$ cat config.mk
export PLATFORM = sky130hd
export DESIGN_NAME = worst_fit_block_allocator
export DESIGN_NICKNAME = d
export VERILOG_FILES = /design/src/rtl/wfba_pkg.sv /design/src/rtl/wfba_table.sv /design/src/rtl/wfba_seq.sv /design/src/rtl/worst_fit_block_allocator.sv
export SDC_FILE = /design/constraint.sdc
export NUM_CORES = 1
export LEC_CHECK = 0
export ABC_AREA = 1
export BUFFER_PORTS_ARGS = -buffer_cell sky130_fd_sc_hd__buf_2
export CAP_MARGIN = 20
export CORE_MARGIN = 2
export CORE_UTILIZATION = 45
export DETAILED_ROUTE_END_ITERATION = 8
export GPL_TIMING_DRIVEN = 0
export SYNTH_ARGS = -nofsm -noshare
export SYNTH_HDL_FRONTEND = slang
export SYNTH_HIERARCHICAL = 1
export SYNTH_SLANG_ARGS = --single-unit
export TNS_END_PERCENT = 50
$ cat constraint.sdc
create_clock -name clk -period 4.85 [get_ports clk]
set_clock_uncertainty 0.15 [all_clocks]
set_input_delay 0.485 -clock clk [delete_from_list [all_inputs] [get_ports clk]]
set_output_delay 0.485 -clock clk [all_outputs]
set_load 0.05 [all_outputs]
$ cat src/rtl/wfba_pkg.sv
// Shared types and constants for the worst-fit block allocator.
package wfba_pkg;

  // Fixed field widths of the ports
  localparam int OP_W   = 1;
  localparam int SEL_W  = 3;
  localparam int SZ_W   = 16;
  localparam int CFG_W  = 4;

  // Defaults for the top-level parameters
  localparam int NUM_BLOCKS_DEF = 8;
  localparam int SIZE_BITS_DEF  = 16;

  // Reset value of the blocks-in-use register
  localparam logic [CFG_W-1:0] BLOCKS_IN_USE_RST = 4'd8;

  // Item operation codes
  typedef enum logic [OP_W-1:0] {
    OP_LOAD    = 1'b0,
    OP_REQUEST = 1'b1
  } opcode_t;

  // Sequencer states
  typedef enum logic [1:0] {
    S_IDLE,
    S_SCAN,
    S_WRITE,
    S_DONE
  } state_t;

  // Result handed from the sequencer to the output register
  typedef struct packed {
    logic             allocated;
    logic [SEL_W-1:0] block_number;
    logic [SZ_W-1:0]  space_left;
  } res_t;

endpackage

$ cat src/rtl/wfba_table.sv
// Free-size table: one write port, one registered read port, valid bits per entry.
module wfba_table #(
  parameter int NUM_BLOCKS = 8,
  parameter int SIZE_BITS  = 16,
  parameter int IDX_W      = 3
) (
  input  logic                 clk,
  input  logic                 rst,
  input  logic                 wr_en,
  input  logic [IDX_W-1:0]     wr_addr,
  input  logic [SIZE_BITS-1:0] wr_data,
  input  logic [IDX_W-1:0]     rd_addr,
  output logic [SIZE_BITS-1:0] rd_data
);
  import wfba_pkg::*;

  logic [SIZE_BITS-1:0] mem [NUM_BLOCKS];
  logic [NUM_BLOCKS-1:0] vld;
  logic [SIZE_BITS-1:0] rd_q;
  logic                 rd_vld;

  // Write the storage array
  always_ff @(posedge clk) begin
    if (wr_en) begin
      mem[wr_addr] <= wr_data;
    end
  end

  // Mark entries as written; reset clears them all at once
  always_ff @(posedge clk) begin
    if (rst) begin
      vld <= '0;
    end else if (wr_en) begin
      vld[wr_addr] <= 1'b1;
    end
  end

  // Register the read port
  always_ff @(posedge clk) begin
    rd_q   <= mem[rd_addr];
    rd_vld <= vld[rd_addr];
  end

  // An entry never written reads as zero
  assign rd_data = rd_vld ? rd_q : '0;

endmodule

$ cat src/rtl/wfba_seq.sv
// Sequencer and shared comparator that write loads, scan the table and write back the pick.
module wfba_seq #(
  parameter int NUM_BLOCKS = 8,
  parameter int SIZE_BITS  = 16,
  parameter int IDX_W      = 3
) (
  input  logic                          clk,
  input  logic                          rst,
  input  logic                          in_valid,
  output logic                          in_stall,
  input  logic [wfba_pkg::OP_W-1:0]     opcode,
  input  logic [wfba_pkg::SEL_W-1:0]    block_select,
  input  logic [wfba_pkg::SZ_W-1:0]     size_value,
  input  logic [wfba_pkg::CFG_W-1:0]    blocks_in_use,
  output logic                          wr_en,
  output logic [IDX_W-1:0]              wr_addr,
  output logic [SIZE_BITS-1:0]          wr_data,
  output logic [IDX_W-1:0]              rd_addr,
  input  logic [SIZE_BITS-1:0]          rd_data,
  output logic                          res_valid,
  input  logic                          res_take,
  output wfba_pkg::res_t                res
);
  import wfba_pkg::*;

  localparam int LIM_W  = ($clog2(NUM_BLOCKS + 1) > CFG_W) ? $clog2(NUM_BLOCKS + 1) : CFG_W;
  localparam int SELX_W = (IDX_W > SEL_W) ? IDX_W : SEL_W;
  localparam int SZX_W  = (SIZE_BITS > SZ_W) ? SIZE_BITS : SZ_W;

  state_t state, state_next;

  logic [LIM_W-1:0]     iss_cnt;
  logic [LIM_W-1:0]     lim;
  logic                 pend;
  logic [IDX_W-1:0]     cmp_idx;
  logic                 found;
  logic [IDX_W-1:0]     pick;
  logic [SIZE_BITS-1:0] best;
  logic [SIZE_BITS:0]   thr;
  logic [SIZE_BITS-1:0] req;
  logic [SIZE_BITS-1:0] left;

  logic                 accept;
  logic                 is_load;
  logic                 load_ok;
  logic                 issue;
  logic                 hit;
  logic [SELX_W-1:0]    sel_ext;
  logic [IDX_W-1:0]     load_idx;
  logic [SZX_W-1:0]     size_ext;
  logic [SIZE_BITS-1:0] size_in;
  logic [LIM_W-1:0]     lim_in;
  logic [SELX_W-1:0]    pick_ext;
  logic [SZX_W-1:0]     left_ext;

  // Fit the input fields to the table widths
  assign sel_ext  = SELX_W'(block_select);
  assign load_idx = sel_ext[IDX_W-1:0];
  assign size_ext = SZX_W'(size_value);
  assign size_in  = size_ext[SIZE_BITS-1:0];
  assign load_ok  = (32'(block_select) < NUM_BLOCKS);
  assign is_load  = (opcode == OP_LOAD);
  assign accept   = in_valid && !in_stall;

  // Saturate the scan length to the table depth
  assign lim_in = (LIM_W'(blocks_in_use) > LIM_W'(NUM_BLOCKS)) ? LIM_W'(NUM_BLOCKS)
                                                               : LIM_W'(blocks_in_use);

  // Shared comparator: reach the running threshold (request size, then best + 1)
  assign hit = ({1'b0, rd_data} >= thr);

  // Next state
  always_comb begin
    state_next = state;
    unique case (state)
      S_IDLE: begin
        if (accept && !is_load) begin
          state_next = S_SCAN;
        end
      end
      S_SCAN: begin
        if (!issue && !pend) begin
          state_next = found ? S_WRITE : S_DONE;
        end
      end
      S_WRITE: begin
        state_next = S_DONE;
      end
      S_DONE: begin
        if (res_take) begin
          state_next = S_IDLE;
        end
      end
      default: begin
        state_next = S_IDLE;
      end
    endcase
  end

  // Control outputs
  always_comb begin
    in_stall  = 1'b1;
    issue     = 1'b0;
    res_valid = 1'b0;
    wr_en     = 1'b0;
    wr_addr   = load_idx;
    wr_data   = size_in;
    unique case (state)
      S_IDLE: begin
        in_stall = 1'b0;
        wr_en    = in_valid && is_load && load_ok;
      end
      S_SCAN: begin
        issue = (iss_cnt < lim);
      end
      S_WRITE: begin
        wr_en   = 1'b1;
        wr_addr = pick;
        wr_data = best - req;
      end
      S_DONE: begin
        res_valid = 1'b1;
      end
      default: begin
        in_stall = 1'b1;
      end
    endcase
  end

  assign rd_addr = iss_cnt[IDX_W-1:0];

  // State and scan control
  always_ff @(posedge clk) begin
    if (rst) begin
      state   <= S_IDLE;
      iss_cnt <= '0;
      pend    <= 1'b0;
      found   <= 1'b0;
    end else begin
      state <= state_next;
      pend  <= issue;
      if (state == S_IDLE && accept && !is_load) begin
        iss_cnt <= '0;
        found   <= 1'b0;
      end else begin
        if (issue) begin
          iss_cnt <= iss_cnt + LIM_W'(1);
        end
        if (pend && hit) begin
          found <= 1'b1;
        end
      end
    end
  end

  // Scan datapath
  always_ff @(posedge clk) begin
    if (state == S_IDLE && accept && !is_load) begin
      req <= size_in;
      lim <= lim_in;
      thr <= {1'b0, size_in};
    end
    cmp_idx <= rd_addr;
    if (state == S_SCAN && pend && hit) begin
      pick <= cmp_idx;
      best <= rd_data;
      thr  <= {1'b0, rd_data} + (SIZE_BITS + 1)'(1);
    end
    if (state == S_WRITE) begin
      left <= best - req;
    end
  end

  // Build the result fields
  assign pick_ext         = SELX_W'(pick);
  assign left_ext         = SZX_W'(left);
  assign res.allocated    = found;
  assign res.block_number = found ? pick_ext[SEL_W-1:0] : '0;
  assign res.space_left   = found ? left_ext[SZ_W-1:0] : '0;

  // Write-back only happens for a found block
  a_write_found: assert property (@(posedge clk) disable iff (rst)
    (state == S_WRITE) |-> found)
    else $error("write-back without a chosen block");

  // The issue counter never runs past the scan length
  a_cnt_bound: assert property (@(posedge clk) disable iff (rst)
    (state == S_SCAN) |-> (iss_cnt <= lim))
    else $error("scan counter beyond limit");

  // No read stays pending outside the scan
  a_pend_scan: assert property (@(posedge clk) disable iff (rst)
    pend |-> (state == S_SCAN))
    else $error("pending read outside scan");

  // A chosen block always covers the request
  a_best_fits: assert property (@(posedge clk) disable iff (rst)
    (found && state != S_IDLE) |-> (best >= req))
    else $error("chosen block smaller than request");

endmodule

$ cat src/rtl/worst_fit_block_allocator.sv
// Top level of the worst-fit block allocator: config register, output register, hookup.
//
//   channel   signals                                   direction
//   in        in_valid, in_stall, opcode,               item in
//             block_select, size_value
//   out       out_valid, out_stall, allocated,          item out
//             block_number, space_left
//   cfg       cfg_we, cfg_wdata (blocks_in_use)         write only
//
// A load is written to the table as it is taken. A request scans the first L entries,
// L = min(blocks_in_use, NUM_BLOCKS); its result goes out before the next item is taken:
// one comparator walks the table through its single registered read port, then, when a
// block is granted, the reduced size is written back.
// Reset (rst, synchronous) clears the table through per-entry valid bits at once.
// A result waits in the output register while out_stall is high; a second request
// holds in its last state until that register frees up.
module worst_fit_block_allocator #(
  parameter int NUM_BLOCKS = wfba_pkg::NUM_BLOCKS_DEF,
  parameter int SIZE_BITS  = wfba_pkg::SIZE_BITS_DEF
) (
  input  logic                          clk,
  input  logic                          rst,
  input  logic                          in_valid,
  output logic                          in_stall,
  input  logic [wfba_pkg::OP_W-1:0]     opcode,
  input  logic [wfba_pkg::SEL_W-1:0]    block_select,
  input  logic [wfba_pkg::SZ_W-1:0]     size_value,
  output logic                          out_valid,
  input  logic                          out_stall,
  output logic                          allocated,
  output logic [wfba_pkg::SEL_W-1:0]    block_number,
  output logic [wfba_pkg::SZ_W-1:0]     space_left,
  input  logic                          cfg_we,
  input  logic [wfba_pkg::CFG_W-1:0]    cfg_wdata
);
  import wfba_pkg::*;

  localparam int IDX_W = (NUM_BLOCKS > 1) ? $clog2(NUM_BLOCKS) : 1;

  logic [CFG_W-1:0]     blocks_in_use;
  logic                 wr_en;
  logic [IDX_W-1:0]     wr_addr;
  logic [SIZE_BITS-1:0] wr_data;
  logic [IDX_W-1:0]     rd_addr;
  logic [SIZE_BITS-1:0] rd_data;
  logic                 res_valid;
  logic                 res_take;
  res_t                 res;
  res_t                 out_q;

  // Hold the blocks-in-use register
  always_ff @(posedge clk) begin
    if (rst) begin
      blocks_in_use <= BLOCKS_IN_USE_RST;
    end else if (cfg_we) begin
      blocks_in_use <= cfg_wdata;
    end
  end

  wfba_table #(
    .NUM_BLOCKS (NUM_BLOCKS),
    .SIZE_BITS  (SIZE_BITS),
    .IDX_W      (IDX_W)
  ) u_table (
    .clk     (clk),
    .rst     (rst),
    .wr_en   (wr_en),
    .wr_addr (wr_addr),
    .wr_data (wr_data),
    .rd_addr (rd_addr),
    .rd_data (rd_data)
  );

  wfba_seq #(
    .NUM_BLOCKS (NUM_BLOCKS),
    .SIZE_BITS  (SIZE_BITS),
    .IDX_W      (IDX_W)
  ) u_seq (
    .clk           (clk),
    .rst           (rst),
    .in_valid      (in_valid),
    .in_stall      (in_stall),
    .opcode        (opcode),
    .block_select  (block_select),
    .size_value    (size_value),
    .blocks_in_use (blocks_in_use),
    .wr_en         (wr_en),
    .wr_addr       (wr_addr),
    .wr_data       (wr_data),
    .rd_addr       (rd_addr),
    .rd_data       (rd_data),
    .res_valid     (res_valid),
    .res_take      (res_take),
    .res           (res)
  );

  // Take a new result when the output register is empty or draining
  assign res_take = !out_valid || !out_stall;

  // Output register: load on a new result, drop once taken
  always_ff @(posedge clk) begin
    if (rst) begin
      out_valid <= 1'b0;
    end else if (res_valid && res_take) begin
      out_valid <= 1'b1;
    end else if (!out_stall) begin
      out_valid <= 1'b0;
    end
  end

  always_ff @(posedge clk) begin
    if (res_valid && res_take) begin
      out_q <= res;
    end
  end

  assign allocated    = out_q.allocated;
  assign block_number = out_q.block_number;
  assign space_left   = out_q.space_left;

endmodule
==> results of run 1 <==
## cell usage in the layout (no fill, tap or decap), types with 3 or more instances in the layout
master / instances
clkbuf_8: 4
o21ai_0: 15
edfxtp_1: 220
a21oi_1: 34
buf_4: 9
nor3_1: 4
nand4_1: 9
nor2_2: 5
inv_2: 3
clkbuf_1: 19
nand3_1: 111
clkbuf_16: 29
dfxtp_1: 41
nand2_2: 3
buf_6: 6
buf_2: 63
ha_1: 40
nand2_1: 453
clkinv_1: 7
inv_1: 276
xor2_1: 12
nor2_1: 43
and2_1: 7
nand3b_1: 4
xnor2_1: 7
## worst paths after layout
check	start	to	slack [ps]	cells past startpoint
setup / recovery	u_seq/state[0]$_SDFFE_PP0P_	u_table/mem[2][9]$_DFFE_PP_	660	10
hold / removal	size_value[1]	u_seq/req[1]$_DFFE_PP_	20	1
setup reg to reg	u_seq/state[0]$_SDFFE_PP0P_	u_table/mem[2][9]$_DFFE_PP_	660	10
hold reg to reg	u_seq/cmp_idx[0]$_DFF_P_	u_seq/pick[0]$_DFFE_PP_	260	0
## registers in the layout, summed over array words and instances (netlist names)
| register | count |
|---|---|
| u_seq/cmp_idx | 3 |
| allocated | 1 |
| block_number | 3 |
| u_seq/best | 16 |
| u_table/rd_q | 16 |
| u_seq/iss_cnt | 4 |
| u_table/mem | 128 |
| u_table/rd_vld | 1 |
| out_valid | 1 |
| u_seq/pick | 3 |
| u_seq/found | 1 |
| u_seq/lim | 4 |
| u_seq/pend | 1 |
| blocks_in_use | 4 |
| u_seq/req | 16 |
| u_table/vld | 8 |
| u_seq/thr | 17 |
| space_left | 16 |
| u_seq/state | 2 |
| u_seq/left | 16 |
## through the flow
step	total power (µW)	util [%]	cell area [µm²]	setup slack (ps)
floorplan	4018	-	12440	1762
global placement	4512	48.51	13110	345.7
detailed placement	4546	48.69	13160	690.2
CTS	6659	52.15	14090	661.2
global route	6952	52.15	14090	322.6
finish	6600	52.15	14090	658.4
## routing by layer
metal | track usage [%] | share of wire [%] | vias to the layer above
li1 | - | - | 4413
met1 | 28.91 | 45 | 3975
met2 | 33.03 | 45 | 269
met3 | 2.791 | 6.0 | 58
met4 | 7.172 | 3.3 | 0
met5 | 0 | 0 | -
## worst register-to-register path, stage by stage (launching register included)
cell,delay (ps)
dfxtp_1,350
inv_1,120
ha_1,810
clkbuf_1,540
inv_1,170
clkbuf_1,340
o21ai_0,250
inv_1,70
nor2_1,210
nand2_1,110
inv_1,670
## cell type report
class / count / area share (%)
sequential: 261 / 52.70
multi-input combinational: 765 / 26.30
inverter: 281 / 7.484
clock buffer: 40 / 5.726
tap: 341 / 3.027
timing repair buffer: 53 / 2.184
buffer: 43 / 1.829
clock inverter: 11 / 0.7546
## cell families (layout without fill, tap and decap cells)
| logic type | after synthesis | after routing | share of synthesized area, % |
|---|---|---|---|
| compound gates | 59 | 59 | 2.565 |
| flops | 261 | 261 | 59.71 |
| xor+xnor | 19 | 19 | 1.338 |
| simple gates | 646 | 646 | 21.66 |
| buf+inv | 324 | 428 | 10.55 |
| fa+ha+maj | 41 | 41 | 4.184 |
## power groups by stage
stage / logic (µW) / clock network (µW) / registers (µW)
2_1_floorplan: 1000 / 0 / 3020
3_3_place_gp: 1540 / 0 / 2970
3_5_place_dp: 1570 / 0 / 2970
4_1_cts: 1580 / 2150 / 2930
5_1_grt: 1770 / 2230 / 2950
6_report: 1570 / 2100 / 2930
==> run summary, run 1 <==
startpoint types - flop
CP arrival - 4190 ps
DR iter-0 viols - 568
asr flop ratio synth - 0%
Multi-input gate area - 3706 µm²
Clk pwr share - 31.8%
Main synth FF type - edfxtp_1
unrepaired setup endpoints after global routing - false
DRC viols - 0
Critical Path Max Stage Delay - 810 ps
largest net degree at the start of global routing - 21
flops & latches, synth - 261
DIE WIDTH - 170.3 µm
syn_area_per_cell - 9.214 µm²
Total GRT Usage - 20.62%
cell mode on critical path - inv_1
global-route wire length before repair - 45.26 mm
fraction of layout cells with a size suffix above 1 - 9.422%
combinational share of power - 23.8%
Post-synth EDFFs - 220
Placed Cells - 1742
number of global-route vias before repair - 8350
GRT overflow - 0
# diodes - 0
Core Region - 27030 µm²
period utilization - 86.43%
initial antenna violation count - 0
Fill cells - 2445
final hold slack - 15.73 ps
I/O Pins - 51
DPL Wire Length - 20.37 mm
Initial Util - 46.03%
Root Buffer - clkbuf_16
Max clock buf depth - 3
cell class contributing the biggest share of worst-path delay - buffers and inverters
CP endpoint kind - flop
die area - 28990 µm²
Final Setup Violations - 0
Yosys warnings - 6
Unique masters post-synth - 39
Synth Instances - 1350
drt total wl - 29.07 mm
Maximum Capacitance Violations - 0
Worst-Margin Slew - 1064 ps
NetSw - 2067 µW
Critical Path RT - 4850 ps
largest cells by area after synthesis - edfxtp_1, nand2_1, inv_1, dfxtp_1, nand3_1
leakage - 0.006729 µW
Crit-path slowest cell - ha_1
most frequent cell after synthesis - nand2_1
sequential power share - 44.4%
Non-Filler Instances - 1795
top post-synthesis cells by count - nand2_1, inv_1, edfxtp_1
Die Y - 170.3 µm
switch share - 31.32%
CP Max Fanout - 17
RePlAce Congestion - 0.9109
post-cts gate resize count - 0
cell taking the most area after synthesis - edfxtp_1
std cell rows - 60
status - finished clean
routed len/inst - 16.19 µm
post-synth top area share - 53.11%
post-route ant nets - 0
Rel. slew slack - 28.31%
TritonCTS buffer count - 28
peak supply drop - 0.0002370 V
Clock transition at path regs - 60 ps
Port Buffers - 49
Area Growth Syn to Fin - 13.30%
crit path cell chain - inv_1 -> ha_1 -> clkbuf_1 -> inv_1 -> clkbuf_1 -> o21ai_0 -> inv_1 -> nor2_1 -> nand2_1 -> inv_1
clk sinks - 261
CTS Hold Bufs - 2
Final Hold Viols - 0
min cycle time layout - 4192 ps
worst min-delay path category - primary input to flop
Max Fclk - 238.6 MHz
final count of pins violating max slew - 0
Pwr Density - 468.3 nW/µm²
internal power - 4532 µW
FF+latch area - 7427 µm²
CTS tree - done
vias per cell - 4.855
sequential-to-total area share from yosys stat - 59.71%
drt pass-1 iters - 5
CP Class - flop to flop
TNS Setup - 0 ps
mapped cell area - 12440 µm²
WP buf/inv - 6
Post-Syn Nets - 1420
via count - 8715
CTS H-Tree Depth - 1
post-CTS setup buffer count - 0
final net count - 1503
clk_lat worst skew - 540 ps
Note: power is estimated with default switching activity, not from simulation.
==> inputs of run 2 (changes only) <==
CORE_UTILIZATION = 55   (was 45)
PLACE_DENSITY = 0.72   (was unset)
==> run summary, run 2 (synthesis results as in run 1) <==
status - finished clean
clk sinks - 261
period utilization - 85.04%
Root Buffer - clkbuf_16
max reg flops - 128
Non-Filler Instances - 1734
Worst-Margin Slew - 1035 ps
GRT overflow - 0
RePlAce Congestion - 0.8671
unrepaired setup endpoints after global routing - false
TritonCTS buffer count - 27
post-cts gate resize count - 0
number of cells on the worst hold path - 1
Max clock buf depth - 3
Final Hold Viols - 0
Placed Cells - 1686
leakage - 0.006733 µW
TNS Setup - 0 ps
most frequent cells in the layout - nand2_1, inv_1, edfxtp_1
die area - 23840 µm²
largest net degree at the start of global routing - 21
Largest Register - u_table/mem
DIE WIDTH - 154.4 µm
Clock transition at path regs - 60 ps
Die Y - 154.4 µm
drt pass-1 iters - 5
DR iter-0 viols - 806
peak supply drop - 0.0003062 V
Fill cells - 1848
startpoint types - flop
routed len/inst - 16.55 µm
Finished Core Util - 62.44%
via count - 8975
placed cell areas - 13080 µm²
CP Class - flop to flop
# diodes - 0
Port Buffers - 49
global-route wire length before repair - 45.71 mm
clk_lat worst skew - 520 ps
final count of pins violating max slew - 0
Core Region - 22430 µm²
Area Growth Syn to Fin - 12.60%
initial antenna violation count - 0
fraction of layout cells with a size suffix above 1 - 9.662%
Total GRT Usage - 24.79%
DRC viols - 0
Rel. slew slack - 30.26%
post-CTS setup buffer count - 0
std cell rows - 55
Max Fclk - 242.5 MHz
worst-case reg-to-reg path depth - 10
Multi-input gate area - 3706 µm²
Final Setup Violations - 0
CTS Hold Bufs - 0
Maximum Capacitance Violations - 0
most common cell after layout, fill and taps aside - nand2_1
DPL Wire Length - 19.97 mm
final net count - 1500
Finished Cell Area - 14010 µm²
Critical Path RT - 4840 ps
post-route ant nets - 0
CTS tree - done
number of global-route vias before repair - 8813
CP endpoint kind - flop
Regs by FF count - u_table/mem: 128 flops, u_seq/thr: 17 flops
Pwr Density - 470.6 nW/µm²
min cycle time layout - 4124 ps
final hold slack - 31.93 ps
CP arrival - 4120 ps
I/O Pins - 51
Initial Util - 55.45%
CTS H-Tree Depth - 1
FF+latch area - 7427 µm²
vias per cell - 5.176
CP Max Fanout - 17
worst min-delay path category - primary input to flop
drt total wl - 28.69 mm
[run 2: report_power, final]
group          internal, µW  switching (µW)  total, µW  leakage (µW)
clock                  1270             823       2100      0.000460
combinational           422            1140       1570       0.00393
sequential             2850            80.6       2930       0.00235
total                  4550            2050       6590       0.00673
[run 2: per-layer routing]
layer / share of wire (%) / GRT usage (%)
met5: 0 / 0
met4: 2.6 / 7.804
met3: 7.1 / 3.502
met2: 47 / 41.83
met1: 43 / 33.62
[run 2: layout make-up]
cell class,instances,share of cell area [%]
clock buffers,44,6.467
well taps,285,2.546
plain buffers,43,1.840
inverters,281,7.530
multi-input cells,765,26.46
clock inverters,4,0.1697
repair buffers,51,1.965
flip-flops and latches,261,53.02
[run 2: worst max-delay path: stages (launching register included)]
cell and delay [ps]:
dfxtp_1 360, inv_1 120, ha_1 740, clkbuf_1 520
inv_1 150, clkbuf_1 350, o21ai_0 260, inv_1 70
nor2_1 240, nand2_1 120, inv_1 660
[run 2: metrics by stage]
step                setup slack (ps)  power (µW)
floorplan                       1762        4018
global placement               312.8        4470
detailed placement             718.9        4522
CTS                            692.9        6615
global route                   430.3        6916
finish                         725.7        6592
[run 2: worst paths after layout]
check                                    from                           to  slack [ps]
hold reg to reg      u_seq/cmp_idx[2]$_DFF_P_      u_seq/pick[2]$_DFFE_PP_         260
hold / removal                  size_value[7]       u_seq/req[7]$_DFFE_PP_          30
setup reg to reg  u_seq/state[0]$_SDFFE_PP0P_  u_table/mem[4][9]$_DFFE_PP_         730
setup / recovery  u_seq/state[0]$_SDFFE_PP0P_  u_table/mem[4][9]$_DFFE_PP_         730
==> inputs of run 3 (changes only) <==
RECOVER_POWER = 50   (was unset)
==> run summary, run 3 (synthesis results as in run 1) <==
status - finished clean
Max clock buf depth - 3
Rel. slew slack - 30.94%
Root Buffer - clkbuf_16
cell class contributing the biggest share of worst-path delay - simple AND/OR/NAND/NOR gates
reg2reg setup slack - 690 ps
routed len/inst - 16.54 µm
worst min-delay path category - primary input to flop
vias per cell - 5.182
GRT overflow - 0
drt total wl - 28.67 mm
post-route ant nets - 0
Critical R2R Capture - u_seq/thr[14]$_DFFE_PP_
CTS Hold Bufs - 0
Area Growth Syn to Fin - 11.88%
global-route wire length before repair - 45.71 mm
std cell rows - 55
post-CTS setup buffer count - 0
peak supply drop - 0.0003034 V
CP Class - flop to flop
# diodes - 0
Pwr Density - 472.8 nW/µm²
post-cts gate resize count - 0
leakage - 0.006601 µW
largest net degree at the start of global routing - 21
CP arrival - 4090 ps
Regs by FF count - u_table/mem: 128 flops, u_seq/thr: 17 flops
Die Y - 154.4 µm
clk_lat worst skew - 520 ps
number of cells on the worst hold path - 3
Hold Path End - blocks_in_use[3]$_SDFFE_PP1P_
Critical Path Max Stage Delay - 510 ps
Max Fclk - 240.5 MHz
Critical Path RT - 4780 ps
final hold slack - 37.53 ps
Maximum Capacitance Violations - 0
clk sinks - 261
number of global-route vias before repair - 8813
Worst-Margin Slew - 1025 ps
period utilization - 85.72%
Finished Core Util - 62.04%
Port Buffers - 49
startpoint types - flop
drt pass-1 iters - 6
most common cell after layout, fill and taps aside - nand2_1
CTS H-Tree Depth - 1
Final Setup Violations - 0
TritonCTS buffer count - 27
initial antenna violation count - 0
DR iter-0 viols - 801
Core Region - 22430 µm²
crit path cell chain - clkbuf_1 -> clkbuf_1 -> nand2_1 -> inv_1 -> ha_1 -> nand2_1 -> nor2_1 -> nand2_1 -> nor2_1 -> nand2_1 -> nand4_1 -> nand2_4 -> buf_6 -> nand2_1
Fill cells - 1884
worst-case reg-to-reg path depth - 14
DPL Wire Length - 19.97 mm
fraction of layout cells with a size suffix above 1 - 6.556%
die area - 23840 µm²
min cycle time layout - 4157 ps
I/O Pins - 51
max reg flops - 128
unrepaired setup endpoints after global routing - false
DIE WIDTH - 154.4 µm
RePlAce Congestion - 0.8671
CP endpoint kind - flop
Total GRT Usage - 24.79%
DRC viols - 0
final count of pins violating max slew - 0
Worst Setup SP - u_table/rd_vld$_DFF_P_
PnR Total Power - 6579 µW
TNS Setup - 0 ps
R2R Path Start - u_table/rd_vld$_DFF_P_
Final Hold Viols - 0
WP buf/inv - 4
Clock transition at path regs - 60 ps
via count - 8985
final net count - 1500
hold path startpoint - cfg_wdata[3]
Initial Util - 55.45%
most frequent cells in the layout - nand2_1, inv_1, edfxtp_1
cell mode on critical path - nand2_1
Crit-path slowest cell - nand4_1
CP Max Fanout - 17
Largest Register - u_table/mem
CTS tree - done
-- run 3: cell count changes in the layout (fill, tap and decap cells not counted), sizes merged --
cell    change
buf        -44
clkbuf     +44
-- run 3: how the worst max path moves through the flow --
stage                                        endpoint  slack, ps  depth (start not counted)
after floorplan           u_table/mem[7][0]$_DFFE_PP_       1760                          8
after global placement    u_table/mem[7][8]$_DFFE_PP_        310                          8
after detailed placement  u_table/mem[6][8]$_DFFE_PP_        720                         10
after CTS                 u_table/mem[4][2]$_DFFE_PP_        690                         10
after global routing          u_seq/thr[14]$_DFFE_PP_        320                         16
final                         u_seq/thr[14]$_DFFE_PP_        690                         14
-- run 3: cell type report --
class / count / area (µm²) / share of cell area [%]
flip-flops and latches: 261 / 7427 / 53.37
multi-input cells: 765 / 3684 / 26.47
inverters: 281 / 1055 / 7.579
clock buffers: 44 / 905.9 / 6.509
well taps: 285 / 356.6 / 2.562
plain buffers: 43 / 249.0 / 1.789
repair buffers: 51 / 216.5 / 1.555
clock inverters: 4 / 23.77 / 0.1708
-- run 3: where the power goes --
group	leakage [µW]	total, µW	internal (µW)	switching [µW]
Clock	0.000460	2100	1270	825
Sequential	0.00235	2930	2850	80.9
Combinational	0.00380	1550	406	1140
Total	0.00660	6580	4530	2050
-- run 3: layer usage --
layer  routed length (µm)  vias to the layer above  global-route usage (%)
met1                12300                     4163                   33.62
met2                13520                      370                   41.83
met4                  752                        0                   7.804
met5                    0                        -                       0
li1                     -                     4396                       -
met3                 2095                       56                   3.502
-- run 3: stage by stage --
| step | cell area [µm²] | setup WS (ps) | cells |
|---|---|---|---|
| 6_report | 13920 | 692.7 | 1734 |
| 5_1_grt | 13920 | 317.5 | 1734 |
| 4_1_cts | 14010 | 692.9 | 1734 |
| 3_5_place_dp | 13080 | 718.9 | 1686 |
| 3_3_place_gp | 13040 | 312.8 | 1684 |
| 2_1_floorplan | 12440 | 1762 | 1350 |
-- run 3: worst min-delay path, stage by stage --
cell and delay (ps):
buf_2 80, nand2_1 50, nand3_1 60
